## src/design/tsf_pkg.sv

```systemverilog
// shared constants and types for the textured span filler
package tsf_pkg;

    localparam int TEX_ADDR_BITS = 12;
    localparam int COORD_BITS    = 12;
    localparam int FRAME_WIDTH   = 1024;

    localparam int TEX_DEPTH = 1 << TEX_ADDR_BITS;

    localparam logic [11:0] COORD_MASK = 12'((33'd1 << COORD_BITS) - 33'd1);
    localparam logic [12:0] FRAME_LIMIT = 13'(FRAME_WIDTH);

    localparam logic [7:0]  BYTE_ONES = 8'hFF;
    localparam logic [16:0] SUM_LIMIT = 17'h0FFFF;

    typedef enum logic [1:0] {
        MODE_LOAD  = 2'd0,
        MODE_SPAN  = 2'd1,
        MODE_PIXEL = 2'd2
    } mode_t;

    typedef enum logic [1:0] {
        CFG_MODULATE = 2'd0,
        CFG_LOG2_U   = 2'd1,
        CFG_LOG2_V   = 2'd2,
        CFG_BLEND    = 2'd3
    } cfg_idx_t;

    typedef enum logic [2:0] {
        ST_IDLE,
        ST_DIV_U,
        ST_DIV_V,
        ST_SHADE,
        ST_OUT
    } state_t;

    // one byte lane for the shared shade unit
    typedef struct packed {
        logic [7:0] tex;
        logic [7:0] col;
        logic [7:0] dst;
        logic [7:0] inv_a;
        logic       blend;
    } shade_in_t;

endpackage

```

## src/design/tsf_divider.sv

```systemverilog
// iterative signed-by-unsigned divider, one quotient bit per cycle, truncating
module tsf_divider (
    input  logic        clk,
    input  logic        rst_n,
    input  logic        start,
    input  logic [31:0] dividend,
    input  logic [11:0] divisor,
    output logic        done,
    output logic [31:0] quotient
);
    import tsf_pkg::*;

    logic        busy_reg, busy_next;
    logic        done_reg, done_next;
    logic [4:0]  cnt_reg, cnt_next;
    logic        neg_reg, neg_next;
    logic [31:0] quo_reg, quo_next;
    logic [11:0] rem_reg, rem_next;
    logic [11:0] dsr_reg, dsr_next;

    logic [12:0] shifted;
    logic [12:0] diff;
    logic        fits;

    assign shifted = {rem_reg, quo_reg[31]};
    assign diff    = shifted - {1'b0, dsr_reg};
    assign fits    = shifted >= {1'b0, dsr_reg};

    always_comb
    begin
        busy_next = busy_reg;
        done_next = 1'b0;
        cnt_next  = cnt_reg;
        neg_next  = neg_reg;
        quo_next  = quo_reg;
        rem_next  = rem_reg;
        dsr_next  = dsr_reg;
        if (start)
        begin
            busy_next = 1'b1;
            cnt_next  = '0;
            neg_next  = dividend[31];
            quo_next  = dividend[31] ? (32'd0 - dividend) : dividend;
            rem_next  = '0;
            dsr_next  = divisor;
        end
        else if (busy_reg)
        begin
            rem_next = fits ? diff[11:0] : shifted[11:0];
            quo_next = {quo_reg[30:0], fits};
            cnt_next = cnt_reg + 5'd1;
            if (cnt_reg == 5'd31)
            begin
                busy_next = 1'b0;
                done_next = 1'b1;
            end
        end
    end

    always_ff @(posedge clk or negedge rst_n)
    begin
        if (!rst_n)
        begin
            busy_reg <= 1'b0;
            done_reg <= 1'b0;
            cnt_reg  <= '0;
        end
        else
        begin
            busy_reg <= busy_next;
            done_reg <= done_next;
            cnt_reg  <= cnt_next;
        end
    end

    always_ff @(posedge clk)
    begin
        neg_reg <= neg_next;
        quo_reg <= quo_next;
        rem_reg <= rem_next;
        dsr_reg <= dsr_next;
    end

    assign done     = done_reg;
    assign quotient = neg_reg ? (32'd0 - quo_reg) : quo_reg;

endmodule

```

## config.mk

```make
export PLATFORM = sky130hd
export DESIGN_NAME = tsf_divider
export DESIGN_NICKNAME = d
export VERILOG_FILES = /design/src/design/tsf_pkg.sv /design/src/design/tsf_divider.sv
export SDC_FILE = /design/constraint.sdc
export NUM_CORES = 1
export LEC_CHECK = 0
export ABC_AREA = 1
export BUFFER_PORTS_ARGS = -buffer_cell sky130_fd_sc_hd__clkbuf_2
export CORE_UTILIZATION = 61
export DETAILED_ROUTE_END_ITERATION = 10
export GPL_ROUTABILITY_DRIVEN = 0
export PLACE_DENSITY = 0.85
export SLEW_MARGIN = 20
export SYNTH_ARGS = -nofsm -noshare
export SYNTH_HDL_FRONTEND = slang
export SYNTH_SLANG_ARGS = --single-unit
```

## constraint.sdc

```tcl
create_clock -name clk -period 3.8 [get_ports clk]
set_input_delay 0 -clock clk [delete_from_list [all_inputs] [get_ports clk]]
set_output_delay 0 -clock clk [all_outputs]
set_load 0.005 [all_outputs]
```

==> flow_summary.toml <==
[outcome]
status = "finished clean"

[cts]
cts-root-buf = "clkbuf_8"
cts_tree = "built"
h-tree-depth = 3
cts_sinks = 64
worstSkewPairLatency_ns = 0.36
postCtsResizedCells = 0
numCtsBuffers = 9
clk_pin_slew_worst_paths_ns = 0.08
clk_path_buf_depth = 2

[route]
drt_first_pass_iters = 6
drtIter0Drc = 562
num_vias = 5383
vias_per_cell = 5.62
drc_errors = 0
ant_nets = 0
routed_wirelength_um = 13700
wl_per_cell_um = 14.3

[setup_path]
cp_slowest_cell = "edfxtp_1"
endpoint_kind = "output port"
cp.required_ns = 3.80
critPathKind = "flop to output port"
critPathLaunchType = "flop"
r2r_setup_slack_ns = 1.71
r2r-start = "dsr_reg[8]"
worstPathCellList = "inv_1 > o21ai_0 > nor2_1 > xnor2_1 > clkbuf_2"
r2r_cells = 8
max_stage_delay_ns = 0.95
cp.arrival_ns = 2.41
crit_fanout = 29
r2r_end = "quo_reg[0]"

[global_routing]
first_global_vias = 4939
grt_usage = 0.331
grt_pass1_wl_um = 22500
grt_antenna_before_repair = 0
grt_overflow = 0
grt_start_max_net_pins = 43

[synth]
syn_inst = 757
async_reset_ff_frac = 0.109
synth_edf_count = 45
synth_most_common_cell = "nand2_1"
synth_common_cells = "242 x nand2_1, 106 x nor2_1, 86 x inv_1, 49 x nand3_1, 45 x edfxtp_1"
synth-seq-area-share = 0.344
synth_fp_nets = 821
synth_top_area_frac = 0.263
yosys_warnings = 0
synth_area_um2 = 5140
synth_area_leader_cell = "edfxtp_1"
synthTopCellsByArea = "edfxtp_1 26%, nand2_1 18%, nor2_1 7.7%"
synth_area_per_cell_um2 = 6.79
synth-main-ff-cell = "edfxtp_1"
synth-seq-cells = 64
synth_cell_types = 44

[placement]
postPlaceCellArea_um2 = 5610
dpl.hpwl_um = 10100
io_buffers = 79

[finish]
n_antenna_cell = 0
drive_gt1_frac = 0.148
synthToLayoutAreaGrowth_pct = 15.5
final_area_um2 = 5940
fin_nets = 911
largest_reg_flops = 32

[sta]
holdWs_ns = 0.0131
grt_setup_unrepaired = "no"
finalHoldViolations = 0
fin_worst_skew_ns = 0.00944
finalMaxSlewViolations = 0
max_freq_mhz = 415
timing.final.crit_share = 0.635
worst_pin_slew_ns = 0.916
max-slew-margin-rel = 0.389
setup_viol = 0
fin_crit_ns = 2.41
tns_ns = 0

[floorplan]
rows = 33
start_util = 0.629
dieWidth_um = 93.8
core_um2 = 8180
fp.dieH_um = 93.8
ios = 80
dieArea_um2 = 8800

[power]
leakagePower_nw = 2.92
ir_worst_vdd_mv = 0.229
power_density_nw_per_um2 = 451

[worst_hold_path]
hold_path.class = "input pin to async pin"

[job]
maxCapViolCount = 0
## worst max-delay path: cells and delay by family, from the launching register on
family | cells | cell delay (ns)
buffers and inverters | 2 | 0.49
XOR/XNOR | 1 | 0.14
AO/OA/AOI/OAI | 1 | 0.38
AND/OR/NAND/NOR | 1 | 0.09
flip-flops | 1 | 0.95
## how the worst max path moves through the flow
stage,from,to,slack [ns],depth (start not counted)
after floorplan,rem_reg[7],quo_reg[0],2.05,8
after global placement,start,quo_reg[31],1.88,6
after detailed placement,dsr_reg[8],quo_reg[0],1.79,8
after CTS,neg_reg,quotient[11],1.47,5
after global routing,neg_reg,quotient[11],1.25,5
final,neg_reg,quotient[11],1.39,5
## cells by family after synthesis
logic type               count (synthesis)  share of synthesized area
buffers and inverters                  106                     0.0827
flip-flops                              64                      0.344
XOR/XNOR                                49                     0.0835
AND/OR/NAND/NOR                        453                      0.373
adder cells (fa/ha/maj)                 17                     0.0428
AO/OA/AOI/OAI                           68                     0.0742
## final cells by class
type / count / area [um2]
flip-flops and latches: 64 / 1770
inverters: 89 / 334
multi-input cells: 587 / 2950
repair buffers: 96 / 556
well taps: 105 / 131
clock buffers: 9 / 124
clock inverters: 7 / 78.8
fillers: 684 / 2240
## per-layer routing
metal / part of all wire / track usage
met2: 0.45 / 0.516
met1: 0.42 / 0.455
met5: 0 / 0
met3: 0.097 / 0.0534
met4: 0.028 / 0.140
## per-stage QoR
step / instances / setup slack (ns) / utilization / power, mW
4_1_cts: 957 / 1.47 / 0.727 / 2.65
2_1_floorplan: 757 / 2.05 / - / 1.76
3_3_place_gp: 928 / 1.88 / 0.686 / 1.99
6_report: 957 / 1.39 / 0.727 / 2.68
3_5_place_dp: 928 / 1.79 / 0.686 / 2.03
5_1_grt: 957 / 1.25 / 0.727 / 2.86
## cell usage in the layout (no fill, tap or decap), types with 6 or more instances in the layout
master,synthesis,layout
clkbuf_8,0,9
nor2_1,106,106
nand4_1,15,15
o21ai_0,44,44
nand2_1,242,242
xnor2_1,10,10
clkbuf_2,0,79
nor2_2,11,11
dfrtp_1,7,7
nand2_2,6,6
dlygate4sd3_1,0,13
a21oi_1,10,10
nor3_1,11,11
inv_1,86,86
nand3_1,49,49
xor2_1,39,39
ha_1,16,16
edfxtp_1,45,45
dfxtp_1,12,12
## repair_timing
action	in CTS	in global routing
hold buffers	13	0
hold endpoints to repair	19	0
buffers inserted	0	0
## where the power goes
group / internal [mW] / switching [mW] / leakage [nW]
Sequential: 0.865 / 0.116 / 0.669
Clock: 0.310 / 0.297 / 0.101
Combinational: 0.413 / 0.678 / 2.15
Total: 1.59 / 1.09 / 2.92
No activity file was read; power rests on OpenSTA's default activity.
