File: config.mk
export PLATFORM = sky130hd
export DESIGN_NAME = tsf_shade
export DESIGN_NICKNAME = d
export VERILOG_FILES = /design/src/design/tsf_pkg.sv /design/src/design/tsf_shade.sv
export SDC_FILE = /design/constraint.sdc
export NUM_CORES = 1
export LEC_CHECK = 0
export BUFFER_PORTS_ARGS = -buffer_cell sky130_fd_sc_hd__buf_2
export CAP_MARGIN = 10
export CORE_MARGIN = 2
export CORE_UTILIZATION = 46
export DETAILED_ROUTE_END_ITERATION = 16
export GPL_ROUTABILITY_DRIVEN = 0
export GPL_TIMING_DRIVEN = 0
export PLACE_DENSITY = 0.7
export SLEW_MARGIN = 20
export SYNTH_ARGS = -nofsm -noshare
export SYNTH_HDL_FRONTEND = slang
export SYNTH_SLANG_ARGS = --single-unit
File: constraint.sdc
create_clock -name vclk -period 23.5
set_input_delay 2.35 -clock vclk [all_inputs]
set_output_delay 2.35 -clock vclk [all_outputs]
set_load 0.05 [all_outputs]
File: src/design/tsf_pkg.sv
// shared constants and types for the textured span filler
package tsf_pkg;

    localparam int TEX_ADDR_BITS = 12;
    localparam int COORD_BITS    = 12;
    localparam int FRAME_WIDTH   = 1024;

    localparam int TEX_DEPTH = 1 << TEX_ADDR_BITS;

    localparam logic [11:0] COORD_MASK = 12'((33'd1 << COORD_BITS) - 33'd1);
    localparam logic [12:0] FRAME_LIMIT = 13'(FRAME_WIDTH);

    localparam logic [7:0]  BYTE_ONES = 8'hFF;
    localparam logic [16:0] SUM_LIMIT = 17'h0FFFF;

    typedef enum logic [1:0] {
        MODE_LOAD  = 2'd0,
        MODE_SPAN  = 2'd1,
        MODE_PIXEL = 2'd2
    } mode_t;

    typedef enum logic [1:0] {
        CFG_MODULATE = 2'd0,
        CFG_LOG2_U   = 2'd1,
        CFG_LOG2_V   = 2'd2,
        CFG_BLEND    = 2'd3
    } cfg_idx_t;

    typedef enum logic [2:0] {
        ST_IDLE,
        ST_DIV_U,
        ST_DIV_V,
        ST_SHADE,
        ST_OUT
    } state_t;

    // one byte lane for the shared shade unit
    typedef struct packed {
        logic [7:0] tex;
        logic [7:0] col;
        logic [7:0] dst;
        logic [7:0] inv_a;
        logic       blend;
    } shade_in_t;

endpackage

File: src/design/tsf_shade.sv
// shared byte shade unit: modulate, optional alpha blend, saturate
module tsf_shade (
    input  tsf_pkg::shade_in_t lane,
    output logic [7:0]         result
);
    import tsf_pkg::*;

    logic [15:0] mod_prod;
    logic [15:0] dst_prod;
    logic [16:0] sum;
    logic [15:0] clipped;

    assign mod_prod = lane.tex * lane.col;
    assign dst_prod = lane.dst * lane.inv_a;
    assign sum      = {1'b0, mod_prod} + (lane.blend ? {1'b0, dst_prod} : 17'd0);
    assign clipped  = (sum > SUM_LIMIT) ? SUM_LIMIT[15:0] : sum[15:0];
    assign result   = clipped[15:8];

endmodule
==> results of run 1 <==
-- layout make-up --
class	count	area, µm²
Fill cell	930	4780
Multi-Input combinational cell	425	4220
Timing Repair Buffer	39	195
Tap cell	133	166
Inverter	128	480
Buffer	5	18.8
-- cell families (layout without fill, tap and decap cells) --
family,Yosys count,in the layout,synth area share
AND/OR/NAND/NOR,189,189,0.211
XOR/XNOR,11,11,0.0204
adder cells (fa/ha/maj),159,159,0.560
AO/OA/AOI/OAI,62,62,0.0946
multiplexers,4,4,0.00901
buffers and inverters,133,172,0.106
-- critical path: stages --
cell and delay (ps):
buf_2 150, and2_1 180, fa_1 450, fa_1 540, inv_1 50, fa_1 470
inv_1 50, fa_1 480, ha_1 360, o21a_1 180, o31a_1 140, a21oi_1 140
nand2_1 80, fa_1 470, fa_1 510, inv_1 60, fa_1 480, inv_1 60
fa_1 540, inv_1 40, ha_1 320, and3_1 200, a221oi_2 360, a21oi_2 170
mux2_1 350, a211oi_2 350, or3_1 170, buf_2 250
-- path summary, 6_finish.rpt --
check	from	slack, ps	to
worst min-delay path	lane[0]	5930	result[4]
worst max-delay path	lane[10]	11160	result[7]
-- through the flow --
step	worst slack [ps]	hold WS (ps)
after detailed placement	11150	5950
after global placement	11270	5920
after global routing	10810	6060
after CTS	11140	5950
final	11160	5930
after floorplan	11750	5610
-- per-layer routing --
metal  vias up  part of all wire
met5         -                 0
met4         0            0.0052
met3         4             0.027
met2        52              0.54
met1      1860              0.43
li1       1807                 -
-- cells in the final DEF, fill, tap and decap left out, drive strengths merged, types with 2 or more instances in the layout --
master  count
inv       128
fa         87
and2       80
ha         72
nand2      64
buf        39
a21oi      17
o21ai      14
nor2       13
a21o       11
nand2b     10
o21a        6
xor2        6
clkbuf      5
nor3        5
xnor2       5
and3        3
a211oi      3
or3         2
nor2b       2
mux2i       2
a31oi       2
and3b       2
nand3       2
nand3b      2
o41ai       2
mux2        2
==> flow_summary_export.csv, run 1 <==
group,metric,value,unit
cells_and_area,nClkBuffers,0,
logic_synthesis,syn_area,4720,µm²
placed_design,dpl_cell_area,5080,µm²
logic_synthesis,syn-instance-count,558,
timing,rsz0062_at_grt,"false",
worst_setup_path,critPathLaunchType,"primary input",
timing,finalCritPeriodShare,0.525,
cells_and_area,nFlopsAndLatches,0,
worst_setup_path,critPathMaxFanout,8,
logic_synthesis,synth_nets,750,
timing,finalSetupViolCount,0,
die,initial_core_util,0.479,
global_routing,use_met2,0.327,
routing,drt_iter0_drc,142,
cells_and_area,regArea,0,µm²
min_path,hp-class,"primary input to output port",
worst_setup_path,crit_type,"primary input to output port",
logic_synthesis,synthTopCellsByArea,"fa_1 (37%), ha_1 (19%), and2_1 (11%), inv_1 (10%), nand2_1 (5.1%)",
cells_and_area,final_core_util,0.515,
timing,hold_violations,0,
job,maxCapViolations,0,
timing,tns,0,ps
cells_and_area,nets,791,
timing,finalMaxSlewViolations,0,
global_routing,busiest_layer,"met2",
die,io_pins,41,
logic_synthesis,yosys.area.top_type,"fa_1",
global_routing,grt_use_met1,0.227,
routing,post_drt_wl_per_cell,12.4,µm
die,dieArea,11100,µm²
die,die_h,105,µm
routing,vias_per_cell,5.10,
cells_and_area,fin_cells,730,
logic_synthesis,ys_types,42,
cells_and_area,drive_gt1_frac,0.0787,
timing,relSlewSlack,0.723,
global_routing,grt_usage,0.171,
logic_synthesis,yosysMostFrequentCell,"inv_1",
logic_synthesis,synth_common_cells,"inv_1 (128), fa_1 (87), and2_1 (80), ha_1 (72), nand2_1 (64)",
routing,drc,0,
placed_design,io_buffers,39,
clocking,cts_resized,0,
status,status,"complete, no violations",
logic_synthesis,avgSynthCellArea,8.46,µm²
routing,antenna_left,0,
cells_and_area,syn2layout_area_growth,7.66,%
die,num_rows,36,
worst_setup_path,endpoint_kind,"output port",
die,die_w,105,µm
cells_and_area,diodes,0,
worst_setup_path,worstPathRequired,21150,ps
timing,worstMarginPinSlew,414,ps
global_routing,overflow,0,
routing,drtPass1Iterations,4,
placed_design,post-place-cells,730,
min_path,holdPathStages,6,
placed_design,hpwl,8170,µm
cells_and_area,design_area,5080,µm²
clocking,holdBufCountCts,0,
global_routing,grt_max_degree,11,
timing,fmax,81.1,MHz
worst_setup_path,worstPathArrival,9990,ps
timing,finalCriticalPeriod,12340,ps
routing,dr_total_vias,3723,
die,core_area,9860,µm²
global_routing,grt_pass1_wl,16200,µm
global_routing,grt_pass1_vias,3797,
logic_synthesis,yosysWarningCount,0,
routing,wl,9060,µm
global_routing,use_met3,0.00247,
global_routing,antenna_found_initial,0,
logic_synthesis,synth_top_area_frac,0.369,
logic_synthesis,ys_seq_area_frac,0,
clocking,cts_setup_buffers,0,
Power of run 1 is left out: the tool's default activity adds up to more than one toggle a clock period on the data nets, which glitch-free logic cannot reach.
==> run 2, diff against run 1 <==
--- a/config.mk
+++ b/config.mk
@@ -12,7 +12,7 @@
 export DETAILED_ROUTE_END_ITERATION = 16
 export GPL_ROUTABILITY_DRIVEN = 0
 export GPL_TIMING_DRIVEN = 0
-export PLACE_DENSITY = 0.7
+export PLACE_DENSITY = 0.73
 export SLEW_MARGIN = 20
 export SYNTH_ARGS = -nofsm -noshare
 export SYNTH_HDL_FRONTEND = slang
==> constraint.sdc (replaced) <==
create_clock -name vclk -period 11
set_input_delay 1.1 -clock vclk [all_inputs]
set_output_delay 1.1 -clock vclk [all_outputs]
set_load 0.05 [all_outputs]
==> flow_summary_export.csv, run 2 (same netlist as run 1, synthesis figures left out) <==
group,metric,value,unit
status,status,"complete, no violations",
die,dieArea,11100,µm²
min_path,hp-class,"primary input to output port",
worst_setup_path,crit_start,"lane[10]",
placed_design,post-place-ws,1090,ps
clocking,cts_setup_buffers,0,
worst_setup_path,worstPathArrival,8810,ps
clocking,cts_resized,0,
timing,fin_ws,1090,ps
cells_and_area,final_common_cell,"inv_1",
clocking,holdBufCountCts,0,
cells_and_area,nFlopsAndLatches,0,
die,core_area,9860,µm²
timing,worstMarginPinSlew,430,ps
die,num_rows,36,
routing,post_drt_wl_per_cell,12.3,µm
worst_setup_path,worstPathRequired,9900,ps
global_routing,grt_usage,0.170,
cells_and_area,nets,791,
routing,vias_per_cell,5.15,
global_routing,grt_pass1_vias,3781,
die,io_pins,41,
timing,hold_violations,0,
job,maxCapViolations,0,
cells_and_area,multi_input_comb_area,4220,µm²
routing,antenna_left,0,
global_routing,grt_max_degree,11,
worst_setup_path,path_common_cell,"fa_1",
placed_design,io_buffers,39,
worst_setup_path,crit_type,"primary input to output port",
routing,drtPass1Iterations,5,
timing,finalCriticalPeriod,9910,ps
worst_setup_path,cp_slowest_stage_delay,550,ps
timing,fmax,101,MHz
worst_setup_path,crit_path_top_delay_cell,"fa_1",
min_path,min_from,"lane[0]",
worst_setup_path,critPathLaunchType,"primary input",
cells_and_area,mostFrequentLayoutCells,"inv_1 (128), fa_1 (87), and2_1 (80)",
worst_setup_path,endpoint_kind,"output port",
cells_and_area,regArea,0,µm²
timing,relSlewSlack,0.713,
routing,wl,8990,µm
routing,drc,0,
worst_setup_path,timing.critical_path.buf_inv,7,
worst_setup_path,critPathMaxFanout,8,
timing,finalCritPeriodShare,0.901,
global_routing,overflow,0,
timing,finalSetupViolCount,0,
cells_and_area,nClkBuffers,0,
timing,hold_slack,3410,ps
global_routing,antenna_found_initial,0,
worst_setup_path,crit_family,"adder cells",
die,die_h,105,µm
routing,drt_iter0_drc,150,
timing,tns,0,ps
global_routing,grt_pass1_wl,16200,µm
placed_design,hpwl,8150,µm
cells_and_area,fillers,937,
timing,rsz0062_at_grt,"false",
cells_and_area,drive_gt1_frac,0.0787,
cells_and_area,syn2layout_area_growth,7.66,%
routing,dr_total_vias,3759,
die,die_w,105,µm
timing,finalMaxSlewViolations,0,
die,initial_core_util,0.479,
cells_and_area,diodes,0,
==> run 2: cell type report <==
cell class	count	area share
Inverter	128	0.0945
Buffer	5	0.00369
Multi-Input combinational cell	425	0.831
Timing Repair Buffer	39	0.0384
Tap cell	133	0.0327
==> run 2: per-layer routing <==
metal / wire (µm) / up-vias / GRT usage
li1: - / 1800 / -
met1: 3830 / 1892 / 0.228
met2: 4920 / 65 / 0.321
met3: 229 / 2 / 0.00495
met4: 8 / 0 / 0.00571
met5: 0 / - / 0
==> run 2: path summary, 6_finish.rpt <==
check | end | cells past startpoint
min | result[3] | 6
max | result[7] | 28
==> run 2: per-stage QoR <==
stage / cell area (µm²) / utilization / cells
floorplan: 4720 / - / 558
global placement: 5080 / 0.515 / 730
detailed placement: 5080 / 0.515 / 730
CTS: 5080 / 0.515 / 730
global route: 5080 / 0.515 / 730
finish: 5080 / 0.515 / 730
==> run 2: worst min-delay path, cell delays in order <==
cell and delay (ps):
buf_2 170, and3b_1 230, fa_1 310, a211oi_2 160, nand2b_1 130, buf_2 200
Power of run 2 is left out for the same reason.
==> run 3, diff against run 2 <==
--- a/config.mk
+++ b/config.mk
@@ -5,14 +5,15 @@
 export SDC_FILE = /design/constraint.sdc
 export NUM_CORES = 1
 export LEC_CHECK = 0
+export ABC_AREA = 1
 export BUFFER_PORTS_ARGS = -buffer_cell sky130_fd_sc_hd__buf_2
 export CAP_MARGIN = 10
 export CORE_MARGIN = 2
-export CORE_UTILIZATION = 46
+export CORE_UTILIZATION = 45
 export DETAILED_ROUTE_END_ITERATION = 16
 export GPL_ROUTABILITY_DRIVEN = 0
 export GPL_TIMING_DRIVEN = 0
-export PLACE_DENSITY = 0.73
+export PLACE_DENSITY = 0.71
 export SLEW_MARGIN = 20
 export SYNTH_ARGS = -nofsm -noshare
 export SYNTH_HDL_FRONTEND = slang
==> flow_summary_export.csv, run 3 <==
group,metric,value,unit
status,status,"complete, no violations",
routing,post_drt_wl_per_cell,10.4,µm
global_routing,overflow,0,
timing,fmax,111,MHz
die,die_w,111,µm
logic_synthesis,syn-instance-count,794,
routing,drt_iter0_drc,186,
placed_design,io_buffers,8,
routing,drc,0,
worst_setup_path,critPathLaunchType,"primary input",
job,maxCapViolations,0,
logic_synthesis,yosysMostFrequentCell,"inv_1",
worst_setup_path,timing.critical_path.buf_inv,8,
timing,finalMaxSlewViolations,0,
cells_and_area,fillers,1182,
cells_and_area,mostFrequentLayoutCells,"inv_1 (254), nand2_1 (247), fa_1 (87)",
logic_synthesis,ys_types,21,
logic_synthesis,yosysWarningCount,0,
timing,finalSetupViolCount,0,
die,die_h,111,µm
worst_setup_path,crit_type,"primary input to output port",
cells_and_area,regArea,0,µm²
global_routing,grt_usage,0.174,
logic_synthesis,synth_compound_area_frac,0.0233,
timing,tns,0,ps
logic_synthesis,synth_top_area_frac,0.337,
worst_setup_path,worstPathArrival,7910,ps
timing,hold_violations,0,
worst_setup_path,crit_path_top_delay_cell,"fa_1",
cells_and_area,final_common_cell,"inv_1",
logic_synthesis,synthAdderAreaFrac,0.512,
global_routing,grt_pass1_vias,4253,
placed_design,dpl_cell_area,5380,µm²
die,num_rows,39,
worst_setup_path,path_common_cell,"fa_1",
logic_synthesis,yosys.area.top_type,"fa_1",
clocking,cts_resized,0,
global_routing,grt_pass1_wl,18600,µm
logic_synthesis,synthTopCellsByArea,"fa_1 (34%), inv_1 (18%), nand2_1 (18%), ha_1 (17%), nand3_1 (2.6%)",
logic_synthesis,yosys.area_share.xor_xnor,0.00848,
routing,vias_per_cell,4.60,
cells_and_area,syn2layout_area_growth,4.24,%
worst_setup_path,endpoint_kind,"output port",
cells_and_area,nFlopsAndLatches,0,
die,core_area,11300,µm²
clocking,holdBufCountCts,0,
timing,finalCriticalPeriod,9010,ps
die,io_pins,41,
cells_and_area,design_area,5380,µm²
logic_synthesis,syn_area,5160,µm²
logic_synthesis,synth_nets,986,
placed_design,hpwl,8900,µm
timing,finalCritPeriodShare,0.819,
worst_setup_path,critPathMaxFanout,8,
logic_synthesis,muxShareOfSynthArea,0,
cells_and_area,drive_gt1_frac,0.0200,
worst_setup_path,crit_family,"adder cells",
logic_synthesis,synth_simple_gate_area_frac,0.247,
logic_synthesis,ys_seq_area_frac,0,
cells_and_area,nClkBuffers,0,
worst_setup_path,cp_slowest_stage_delay,540,ps
logic_synthesis,synth_top_family_by_area,"adder cells",
routing,dr_total_vias,4344,
die,dieArea,12300,µm²
routing,wl,9800,µm
clocking,cts_setup_buffers,0,
logic_synthesis,avgSynthCellArea,6.50,µm²
timing,rsz0062_at_grt,"false",
routing,antenna_left,0,
die,initial_core_util,0.456,
worst_setup_path,worstPathRequired,9900,ps
min_path,hp-class,"primary input to output port",
logic_synthesis,synth_common_cells,"inv_1 (254), nand2_1 (247), fa_1 (87), ha_1 (72), nor2_1 (33)",
global_routing,antenna_found_initial,0,
global_routing,grt_max_degree,11,
timing,relSlewSlack,0.701,
cells_and_area,diodes,0,
cells_and_area,final_core_util,0.475,
cells_and_area,nets,996,
timing,worstMarginPinSlew,448,ps
routing,drtPass1Iterations,5,
-- run 3: area by class of cell --
| cell class | instances | area [µm²] | share of cell area |
|---|---|---|---|
| buffer | 33 | 128 | 0.0237 |
| inverter | 254 | 953 | 0.177 |
| multi-input combinational | 507 | 4080 | 0.758 |
| tap | 143 | 179 | 0.0333 |
| timing repair buffer | 8 | 40.0 | 0.00744 |
-- run 3: worst min-delay path, delay by kind of cell --
kind          cells  cell delay, ps
simple gates      5             460
buf+inv           2             390
fa+ha+maj         1             270
-- run 3: cell families after synthesis --
logic type,Yosys count
xor+xnor,5
fa+ha+maj,159
compound gates,23
simple gates,320
buf+inv,287
-- run 3: path summary, 6_finish.rpt --
check / from / to / slack [ps] / cells past startpoint
max: lane[10] / result[4] / 1990 / 31
min: lane[0] / result[6] / 3330 / 8
-- run 3: layer usage --
layer | routed length [µm] | up-vias | track usage
met4 | 47 | 0 | 0.00905
met2 | 4520 | 75 | 0.303
met5 | 0 | - | 0
met1 | 4940 | 2018 | 0.257
met3 | 298 | 4 | 0.00601
li1 | - | 2247 | -
-- run 3: stage by stage --
| step | instances | setup WS (ps) | hold slack (ps) |
|---|---|---|---|
| finish | 945 | 1990 | 3330 |
| global route | 945 | 1470 | 3430 |
| CTS | 945 | 1950 | 3370 |
| detailed placement | 945 | 1940 | 3360 |
| global placement | 945 | 1990 | 3370 |
| floorplan | 794 | 2410 | 3200 |
Power of run 3 is left out for the same reason.
